<file path="config.mk">
export PLATFORM = sky130hd
export DESIGN_NAME = multi_keyword_occurrence_counter
export DESIGN_NICKNAME = d
export VERILOG_FILES = /design/src/rtl/mkoc_pkg.sv /design/src/rtl/mkoc_cell.sv /design/src/rtl/mkoc_lane.sv /design/src/rtl/multi_keyword_occurrence_counter.sv
export SDC_FILE = /design/constraint.sdc
export NUM_CORES = 2
export LEC_CHECK = 0
export ABC_AREA = 1
export ABC_CLOCK_PERIOD_IN_PS = 9000
export BUFFER_PORTS_ARGS = -buffer_cell sky130_fd_sc_hd__buf_4
export CORE_ASPECT_RATIO = 1.25
export CORE_MARGIN = 4
export CORE_UTILIZATION = 50
export CTS_CLUSTER_DIAMETER = 80
export CTS_CLUSTER_SIZE = 30
export DETAILED_ROUTE_END_ITERATION = 16
export GPL_TIMING_DRIVEN = 0
export PLACE_DENSITY = 0.76
export REMOVE_ABC_BUFFERS = 1
export SLEW_MARGIN = 25
export SYNTH_ARGS = -nofsm -noshare
export SYNTH_HDL_FRONTEND = slang
export SYNTH_SLANG_ARGS = --single-unit
</file>
<file path="constraint.sdc">
create_clock -name clk -period 9 [get_ports clk]
set_clock_uncertainty 0.05 [all_clocks]
set_input_delay 2.7 -clock clk [delete_from_list [all_inputs] [get_ports clk]]
set_output_delay 2.7 -clock clk [all_outputs]
set_load 0.02 [all_outputs]
</file>
<file path="src/rtl/mkoc_pkg.sv">
`timescale 1ns / 1ps
// ----------------------------------------------------------------------------
// mkoc_pkg
// Shared constants and types for the multi-keyword occurrence counter.
// ----------------------------------------------------------------------------
package mkoc_pkg;

    localparam int KW_SLOTS          = 6;
    localparam int BYTE_W            = 8;
    localparam int MAX_LEN_LIMIT     = 8;
    localparam int KEYWORD_REG_W     = 64;
    localparam int LEN_FIELD_W       = 4;
    localparam int LENGTHS_W         = KW_SLOTS * LEN_FIELD_W;
    localparam int FIELD_COUNT_W     = 32;
    localparam int HITS_W            = KW_SLOTS;
    localparam int OUT_FIELDS_W      = KW_SLOTS * FIELD_COUNT_W + HITS_W;
    localparam int OUT_DATA_W        = ((OUT_FIELDS_W + 7) / 8) * 8;
    localparam int HITS_LSB          = KW_SLOTS * FIELD_COUNT_W;
    localparam int CFG_INDEX_W       = 3;
    localparam int CFG_DATA_W        = KEYWORD_REG_W;

    localparam int DEF_NUM_KEYWORDS    = 6;
    localparam int DEF_MAX_KEYWORD_LEN = 8;
    localparam int DEF_COUNT_WIDTH     = 32;

    localparam logic [BYTE_W-1:0]      NEWLINE_BYTE = 8'h0A;
    localparam logic [CFG_INDEX_W-1:0] REG_LENGTHS  = 3'd6;

    typedef struct packed {
        logic advance;
        logic clear;
    } cell_ctrl_t;

endpackage

</file>
<file path="src/rtl/mkoc_cell.sv">
`timescale 1ns / 1ps
// ----------------------------------------------------------------------------
// mkoc_cell
// One shift-and position: holds one partial-match bit and passes it on.
// ----------------------------------------------------------------------------
module mkoc_cell
(
    input  logic                          clk,
    input  logic                          rst_n,
    input  mkoc_pkg::cell_ctrl_t          ctrl,
    input  logic [mkoc_pkg::BYTE_W-1:0]   text_byte,
    input  logic [mkoc_pkg::BYTE_W-1:0]   kw_byte,
    input  logic                          in_use,
    input  logic                          carry_in,
    output logic                          d,
    output logic                          carry_out
);

    logic partial_reg;

    assign d         = carry_in & in_use & (kw_byte == text_byte);
    assign carry_out = partial_reg;

    always_ff @(posedge clk or negedge rst_n)
    begin
        if (!rst_n)
        begin
            partial_reg <= 1'b0;
        end
        else if (ctrl.advance)
        begin
            partial_reg <= ctrl.clear ? 1'b0 : d;
        end
    end

endmodule

</file>
<file path="src/rtl/mkoc_lane.sv">
`timescale 1ns / 1ps
// ----------------------------------------------------------------------------
// mkoc_lane
// One keyword: a chain of match cells plus its saturating match counter.
// ----------------------------------------------------------------------------
module mkoc_lane
#(
    parameter int MAX_KEYWORD_LEN = mkoc_pkg::DEF_MAX_KEYWORD_LEN,
    parameter int COUNT_WIDTH     = mkoc_pkg::DEF_COUNT_WIDTH
)
(
    input  logic                                          clk,
    input  logic                                          rst_n,
    input  logic                                          advance,
    input  logic [mkoc_pkg::BYTE_W-1:0]                   text_byte,
    input  logic [MAX_KEYWORD_LEN*mkoc_pkg::BYTE_W-1:0]   keyword,
    input  logic [mkoc_pkg::LEN_FIELD_W-1:0]              kw_len,
    output logic                                          hit,
    output logic [COUNT_WIDTH-1:0]                        count_next
);

    localparam int LW = mkoc_pkg::LEN_FIELD_W;

    logic                         len_ok;
    logic                         enable;
    logic [MAX_KEYWORD_LEN-1:0]   d;
    logic [MAX_KEYWORD_LEN-1:0]   last_sel;
    logic [MAX_KEYWORD_LEN:0]     carry;
    mkoc_pkg::cell_ctrl_t         ctrl;
    logic [COUNT_WIDTH-1:0]       count_reg;

    assign len_ok   = (kw_len != '0) && (kw_len <= LW'(MAX_KEYWORD_LEN));
    assign enable   = len_ok && (text_byte != mkoc_pkg::NEWLINE_BYTE);
    assign carry[0] = 1'b1;

    genvar i;
    generate
        for (i = 0; i < MAX_KEYWORD_LEN; i++)
        begin : g_cell
            assign last_sel[i] = (kw_len == LW'(i + 1));

            mkoc_cell u_cell
            (
                .clk       (clk),
                .rst_n     (rst_n),
                .ctrl      (ctrl),
                .text_byte (text_byte),
                .kw_byte   (keyword[i*mkoc_pkg::BYTE_W +: mkoc_pkg::BYTE_W]),
                .in_use    (LW'(i) < kw_len),
                .carry_in  (carry[i]),
                .d         (d[i]),
                .carry_out (carry[i+1])
            );
        end
    endgenerate

    assign hit          = enable && ((d & last_sel) != '0);
    assign ctrl.advance = advance;
    assign ctrl.clear   = !enable || hit;

    assign count_next = (hit && !(&count_reg)) ? count_reg + COUNT_WIDTH'(1) : count_reg;

    always_ff @(posedge clk or negedge rst_n)
    begin
        if (!rst_n)
        begin
            count_reg <= '0;
        end
        else if (advance)
        begin
            count_reg <= count_next;
        end
    end

endmodule

</file>
<file path="src/rtl/multi_keyword_occurrence_counter.sv">
`timescale 1ns / 1ps
// ----------------------------------------------------------------------------
// multi_keyword_occurrence_counter
// Counts non-overlapping keyword matches in a byte stream, one lane per keyword.
//
//   channel   dir  width  content
//   s_axis    in   8      text_byte
//   m_axis    out  200    count_0..count_5, match_hits
//   wr        in   64     keyword_0..keyword_5, keyword_lengths
//
// One byte per cycle while s_tready is high; every lane updates its cell chain
// and counter in the cycle the byte transfers, and the result sits in one
// output register; m_tvalid rises in the cycle after the input transfer.
// While the output register is full and m_tready is low, s_tready is low.
// Reset clears keywords, lengths, partial matches and counters.
// ----------------------------------------------------------------------------
module multi_keyword_occurrence_counter
#(
    parameter int NUM_KEYWORDS    = mkoc_pkg::DEF_NUM_KEYWORDS,
    parameter int MAX_KEYWORD_LEN = mkoc_pkg::DEF_MAX_KEYWORD_LEN,
    parameter int COUNT_WIDTH     = mkoc_pkg::DEF_COUNT_WIDTH
)
(
    input  logic                                clk,
    input  logic                                rst_n,
    input  logic                                s_tvalid,
    output logic                                s_tready,
    input  logic [mkoc_pkg::BYTE_W-1:0]         s_tdata,   // [7:0] text_byte
    output logic                                m_tvalid,
    input  logic                                m_tready,
    // [31:0] count_0 .. [191:160] count_5, [197:192] match_hits, rest zero
    output logic [mkoc_pkg::OUT_DATA_W-1:0]     m_tdata,
    input  logic                                wr_en,
    input  logic [mkoc_pkg::CFG_INDEX_W-1:0]    wr_index,
    input  logic [mkoc_pkg::CFG_DATA_W-1:0]     wr_data
);

    localparam int KW_W  = MAX_KEYWORD_LEN * mkoc_pkg::BYTE_W;
    localparam int CW    = mkoc_pkg::FIELD_COUNT_W;
    localparam int LW    = mkoc_pkg::LEN_FIELD_W;
    localparam int SLOTS = mkoc_pkg::KW_SLOTS;
    localparam int PAD_W = mkoc_pkg::OUT_DATA_W - mkoc_pkg::OUT_FIELDS_W;

    logic [KW_W-1:0]                   kw_reg [NUM_KEYWORDS];
    logic [mkoc_pkg::LENGTHS_W-1:0]    lengths_reg;
    logic [COUNT_WIDTH-1:0]            lane_count [NUM_KEYWORDS];
    logic [CW-1:0]                     slot_count [SLOTS];
    logic [SLOTS-1:0]                  slot_hit;
    logic                              accept;
    logic                              out_valid_reg;
    logic                              out_valid_next;
    logic [mkoc_pkg::OUT_DATA_W-1:0]   out_data_reg;
    logic [mkoc_pkg::OUT_DATA_W-1:0]   out_data_next;

    assign s_tready = !out_valid_reg || m_tready;
    assign accept   = s_tvalid && s_tready;
    assign m_tvalid = out_valid_reg;
    assign m_tdata  = out_data_reg;

    always_ff @(posedge clk or negedge rst_n)
    begin
        if (!rst_n)
        begin
            lengths_reg <= '0;
        end
        else if (wr_en && (wr_index == mkoc_pkg::REG_LENGTHS))
        begin
            lengths_reg <= wr_data[mkoc_pkg::LENGTHS_W-1:0];
        end
    end

    genvar k;
    generate
        for (k = 0; k < SLOTS; k++)
        begin : g_slot
            if (k < NUM_KEYWORDS)
            begin : g_lane
                always_ff @(posedge clk or negedge rst_n)
                begin
                    if (!rst_n)
                    begin
                        kw_reg[k] <= '0;
                    end
                    else if (wr_en && (wr_index == mkoc_pkg::CFG_INDEX_W'(k)))
                    begin
                        kw_reg[k] <= wr_data[KW_W-1:0];
                    end
                end

                mkoc_lane
                #(
                    .MAX_KEYWORD_LEN (MAX_KEYWORD_LEN),
                    .COUNT_WIDTH     (COUNT_WIDTH)
                )
                u_lane
                (
                    .clk        (clk),
                    .rst_n      (rst_n),
                    .advance    (accept),
                    .text_byte  (s_tdata),
                    .keyword    (kw_reg[k]),
                    .kw_len     (lengths_reg[k*LW +: LW]),
                    .hit        (slot_hit[k]),
                    .count_next (lane_count[k])
                );

                assign slot_count[k] = CW'(lane_count[k]);
            end
            else
            begin : g_unused
                assign slot_hit[k]   = 1'b0;
                assign slot_count[k] = '0;
            end
        end
    endgenerate

    always_comb
    begin
        out_data_next = '0;
        for (int j = 0; j < SLOTS; j++)
        begin
            out_data_next[j*CW +: CW] = slot_count[j];
        end
        out_data_next[mkoc_pkg::HITS_LSB +: mkoc_pkg::HITS_W] = slot_hit;
    end

    always_comb
    begin
        if (accept)
        begin
            out_valid_next = 1'b1;
        end
        else if (m_tready)
        begin
            out_valid_next = 1'b0;
        end
        else
        begin
            out_valid_next = out_valid_reg;
        end
    end

    always_ff @(posedge clk or negedge rst_n)
    begin
        if (!rst_n)
        begin
            out_valid_reg <= 1'b0;
        end
        else
        begin
            out_valid_reg <= out_valid_next;
        end
    end

    always_ff @(posedge clk)
    begin
        if (accept)
        begin
            out_data_reg <= out_data_next;
        end
    end

    // a newline never completes a match
    a_newline_no_hit: assert property (@(posedge clk) disable iff (!rst_n)
        (accept && (s_tdata == mkoc_pkg::NEWLINE_BYTE))
        |=> (m_tdata[mkoc_pkg::HITS_LSB +: mkoc_pkg::HITS_W] == '0))
        else $error("hit reported on newline byte");

    // slots without a lane never report a hit
    a_unused_no_hit: assert property (@(posedge clk) disable iff (!rst_n)
        m_tvalid |-> ((m_tdata[mkoc_pkg::HITS_LSB +: mkoc_pkg::HITS_W]
                       >> NUM_KEYWORDS) == '0))
        else $error("hit on unused keyword slot");

    // full output register with a stalled sink blocks the input
    a_stall_blocks_input: assert property (@(posedge clk) disable iff (!rst_n)
        (m_tvalid && !m_tready) |-> !s_tready)
        else $error("input taken while result is stalled");

    // pad bits above the fields stay zero
    a_pad_zero: assert property (@(posedge clk) disable iff (!rst_n)
        m_tvalid |-> (m_tdata[mkoc_pkg::OUT_DATA_W-1 -: PAD_W] == '0))
        else $error("pad bits set in result");

endmodule
</file>
* Word level (Yosys, flattened, before mapping)
Cells that the tools add are included.
Storage, ports and cells: logic and storage cells 438, flip-flop bits (word level) 841, output and inout bits 202
Cells by class: add/sub/neg operators 6, reduce and logical (&&, ||, !) cells 72, order comparisons 54, bitwise operators 96, multiplexer cells 50, eq/ne operators 103
Operators by type and width (number):
- equality test 8 bit | 48
- adder 32 x 1 -> 32 bit (second input constant) | 6
- 2-to-1 mux 32 bit | 6
- AND reduction 32 bit | 6
- equality test 4 x 3 -> 1 bit (second input constant) | 24
- less-than comparator 3 x 4 -> 1 bit (first input constant) | 24
- bitwise AND 1 bit | 90
- bitwise AND 8 bit | 6
- equality test 4 x 2 -> 1 bit (second input constant) | 12
- less-than comparator 1 x 4 -> 1 bit (first input constant) | 12
- less-than comparator 2 x 4 -> 1 bit (first input constant) | 12
- nonzero test 8 bit | 6
- 2-to-1 mux 1 bit | 44
- logical AND 1 bit | 32
- equality test 4 x 1 -> 1 bit (second input constant) | 6
- equality test 4 bit (second input constant) | 6
- less-or-equal comparator 4 bit (second input constant) | 6
- nonzero test 4 bit | 6
- logical NOT 1 bit | 13
- equality test 3 bit (second input constant) | 3
- inequality test 8 x 4 -> 1 bit (second input constant) | 1
- logical OR 1 bit | 7
- equality test 3 x 2 -> 1 bit (second input constant) | 2
- equality test 3 x 1 -> 1 bit (second input constant) | 1
- other kinds (2) | 2

* Logic depth before layout (Yosys ltp)
word-level depth 8, mapped depth 19, mapped depth without buffers 15

* By module
Synthesis repeated with hierarchy kept, for this count alone.
Unflattened totals: cells, all modules 7696, area total of the unflattened synthesis 51972.3 um^2
Modules (own cells, without submodules):
- multi_keyword_occurrence_counter | times used 1, cells each 1972, sequential area each 16180.5 um^2, area each 21800.9 um^2
- mkoc_lane | times used 6, cells each 506, sequential area each 800.8 um^2, area each 3006.6 um^2
- mkoc_cell | times used 48, cells each 56, sequential area each 25.0 um^2, area each 252.7 um^2

* Worst setup path before layout
No wires, ideal clock.
path type input to register, start input port m_tready, end register out_data_reg, in the netlist m_tdata[0], enable pin, slack -0.711 ns, data arrival time 9.021 ns, stages 6, cell sequence inv_1 > nand2_1 > nand2_1 > inv_1 > clkbuf_1 > clkbuf_1
Between the ends: cells in the longest elaborated chain, start to end 2
Ends and longest elaborated chain:
- start: declaration | RTL line multi_keyword_occurrence_counter.sv:30 | input logic m_tready,
- logical OR 1 bit | RTL line multi_keyword_occurrence_counter.sv:55 | assign s_tready = !out_valid_reg || m_tready;
- named net s_tready | RTL line multi_keyword_occurrence_counter.sv:27 | output logic s_tready,
- logical AND 1 bit | RTL line multi_keyword_occurrence_counter.sv:56 | assign accept = s_tvalid && s_tready;
- named net accept | RTL line multi_keyword_occurrence_counter.sv:49 | logic accept;
- end signal: assignment | RTL line multi_keyword_occurrence_counter.sv:159 | out_data_reg <= out_data_next;
- end: declaration | RTL line multi_keyword_occurrence_counter.sv:52 | logic [mkoc_pkg::OUT_DATA_W-1:0] out_data_reg;
The timed path passes the listed nets, and every way through them passes these cells. A chain may end at the register's enable or synchronous reset.

* Worst setup path in the final report
start input port s_tdata[6] (netlist name), end register out_data_reg, in the netlist m_tdata[1], data pin
Between the ends: cells in the longest elaborated chain, start to end 7, elaborated cells on any way between the ends 23, classes of those cells 9 x eq/ne; 1 x mux; 9 x bitwise; 4 x reduce/logical
Ends and longest elaborated chain:
- start: declaration | RTL line multi_keyword_occurrence_counter.sv:28 | input logic [mkoc_pkg::BYTE_W-1:0] s_tdata,
- equality test 8 bit | RTL line mkoc_cell.sv:21 | assign d = carry_in & in_use & (kw_byte == text_byte);
- bitwise AND 1 bit | RTL line mkoc_cell.sv:21
- bitwise AND 8 bit | RTL line mkoc_lane.sv:57 | assign hit = enable && ((d & last_sel) != '0);
- nonzero test 8 bit | RTL line mkoc_lane.sv:57
- logical AND 1 bit (*) | RTL line mkoc_lane.sv:57
- logical AND 1 bit (*) | RTL line mkoc_lane.sv:61 | assign count_next = (hit && !(&count_reg)) ? count_reg + COUNT_WIDTH'(1) : count_reg;
- 2-to-1 mux 32 bit (*) | RTL line mkoc_lane.sv:61
- named net g_slot[0].g_lane.u_lane.count_next[1] | RTL line mkoc_lane.sv:19 | output logic [COUNT_WIDTH-1:0] count_next
Mark *: on every way through the listed nets, which the timed path passes. The rest lies on a longest branch.

==> metrics.yaml <==
reg2regPathDepth: 13
drt_iter0_markers: 4069
grt_max_degree: 118
grt_pass1_wl_um: 210000
clk_latency_ps: 630
routed_wl_um: 135000
wl_per_cell_um: 17.9
cts_root_buf: "clkbuf_16"
cts_resized: 0
antenna_found_initial: 10
tns_ps: 0
synth_top_flop_cell: "dfrtp_1"
ff2ff_setup_slack_ps: 5250
path_class: "input port to flop"
slew_headroom: 0.287
gp_congestion: 0.945
cts_buffer_depth: 3
avgSynthCellArea_um2: 7.39
synth.top_cell.area_share: 0.349
final_common_cell: "nand2_1"
final_hold_viol_count: 0
drc_errors: 0
via_count: 41000
hold_depth: 2
cp_data_arrival_time_ps: 7360
worst_slack_ps: 2060
numPortBuffers: 279
min_path_type: "flop to flop"
cp-start-kind: "input port"
setup_viol: 0
overflow: 0
dieArea_mm2: 0.0972
status: "completed"
final_nets: 6392
core_mm2: 0.0915
dp_hpwl_um: 91800
grt_usage: 0.271
area_growth_pct: 9.57
synth.distinct_cells: 42
final_cell_mix: "nand2_1 (2435), dfrtp_1 (643), inv_1 (594)"
cts_tree: "done"
max-cap-violations: 0
ys_ff_latch: 841
die_h_um: 348
drtPass1Iterations: 6
die_x_um: 280
critPathRequiredTime_ps: 9420
rows: 124
rsz0062_at_grt: "no"
cts_made_buffers: 39
synth_edf_count: 198
worstSetupEndpointType: "flop"
drive_gt1_frac: 0.0704
fill_cells: 8572
min_period_over_period: 0.772
r2r-end: "m_tdata[1]"
start_util: 0.504
grt_pass1_vias: 38100
power_density_mw_per_mm2: 177
largest_register_ffs: 384
p_leak_nw: 24.7
drtAntennaViolNets: 0
finalCriticalPeriod_ps: 6940
synthTopCellsByArea: "dfrtp_1 (35%), nand2_1 (20%), edfxtp_1 (13%)"
synth_warnings: 0
multi_input_area_mm2: 0.0204
clkTransAtPathRegs_ps: 110
path_max_fanout: 49
slew_violations: 0
vias_per_cell: 5.44
htree_num_levels: 2
regArea_mm2: 0.0220
async_flop_share: 0.765
cts.sinks: 841
ios: 282
max_freq_ghz: 0.144
hold_buffers: 0
synthCells: 6246
worst_ir_drop_vdd_v: 0.000127
syn-cell-area_mm2: 0.0461
pre_cts_ws_ps: 1750
cts_setup_buffers: 0
yosysSeqAreaShare: 0.478
hold_slack_ps: 450
timing.rr.start: "lengths_reg[1]"
worst_pin_slew_ps: 1070
synth_top_area_cell: "dfrtp_1"
==> through the flow <==
stage | instance area, µm² | total power, W | instances | utilization
after floorplan | 44600 | 0.00591 | 5946 | -
after global placement | 48200 | 0.00653 | 7422 | 0.527
after detailed placement | 49200 | 0.00667 | 7462 | 0.537
after CTS | 50500 | 0.00897 | 7531 | 0.552
after global routing | 50500 | 0.00940 | 7535 | 0.552
final | 50600 | 0.00893 | 7540 | 0.552
==> synth_stat cells, types with 2 or more instances <==
| cell | count |
|---|---|
| nor2_1 | 507 |
| nand2_1 | 2445 |
| or2_1 | 5 |
| ha_1 | 6 |
| buf_1 | 10 |
| dfrtp_1 | 643 |
| and2_1 | 33 |
| buf_4 | 53 |
| xor2_1 | 69 |
| o31ai_1 | 2 |
| xnor2_1 | 156 |
| o21ai_0 | 462 |
| inv_2 | 12 |
| nand4_1 | 310 |
| buf_6 | 17 |
| buf_2 | 54 |
| a21oi_1 | 9 |
| o211ai_1 | 4 |
| edfxtp_1 | 198 |
| nor4_1 | 5 |
| inv_1 | 595 |
| nor3_2 | 4 |
| nor3_1 | 99 |
| nor3b_1 | 4 |
| nor2_2 | 11 |
| nand2_2 | 2 |
| nor2b_1 | 2 |
| or2_0 | 6 |
| nor2_4 | 2 |
| or2_2 | 14 |
| nand3_1 | 309 |
| o21ai_1 | 4 |
| and3_1 | 7 |
| clkbuf_1 | 167 |
| nand3b_1 | 13 |
==> area by class of cell <==
class | count | share of cell area
antenna | 9 | 0.000445
clock buffer | 50 | 0.0216
clock inverter | 19 | 0.00505
inverter | 608 | 0.0455
multi-input combinational | 4497 | 0.404
sequential | 841 | 0.436
tap | 1197 | 0.0296
timing repair buffer | 319 | 0.0579
==> worst max-delay path by stage <==
stage,from,endpoint,slack (ps),cells past startpoint
6_report,s_tdata[6],m_tdata[1],2060,14
4_1_cts,s_tdata[4],m_tdata[1],2440,12
3_5_place_dp,s_tdata[4],m_tdata[1],1750,12
5_1_grt,s_tdata[6],m_tdata[60],1730,15
3_3_place_gp,m_tready,flop,-24950,7
2_1_floorplan,m_tready,flop,-8310,6
==> where the power goes <==
group          leakage [nW]  internal (W)  total [W]  switching [W]
Clock                 0.654      0.000974    0.00231        0.00133
Combinational          13.7      0.000663    0.00192        0.00126
Sequential             10.4       0.00435    0.00470       0.000352
==> critical path: stages <==
cell      delay (ps)
buf_4            640
clkinv_2        1000
nand2_1          260
nand2_1           90
nor2_1           110
nand2_1           50
nor2_1           330
nand3_1          130
nand2_1           90
nor2_1            50
nand2_2          580
nand3_2          750
nand2_1          260
and2_1           230
==> logic make-up after synthesis <==
family	synth area share
other	0.0000813
buffers and inverters	0.0825
and+or+nand+nor	0.342
adders and majority gates	0.00163
DFF	0.478
AOI/OAI and AO/OA	0.0530
xor gates and xnor gates	0.0427
==> routing by layer <==
| layer | part of all wire | global-route usage | up-vias |
|---|---|---|---|
| li1 | - | - | 19900 |
| met1 | 0.40 | 0.350 | 19300 |
| met2 | 0.48 | 0.457 | 1518 |
| met3 | 0.071 | 0.0330 | 297 |
| met4 | 0.053 | 0.124 | 2 |
| met5 | 0.000067 | 0 | - |
(Power assumes the default switching activity.)
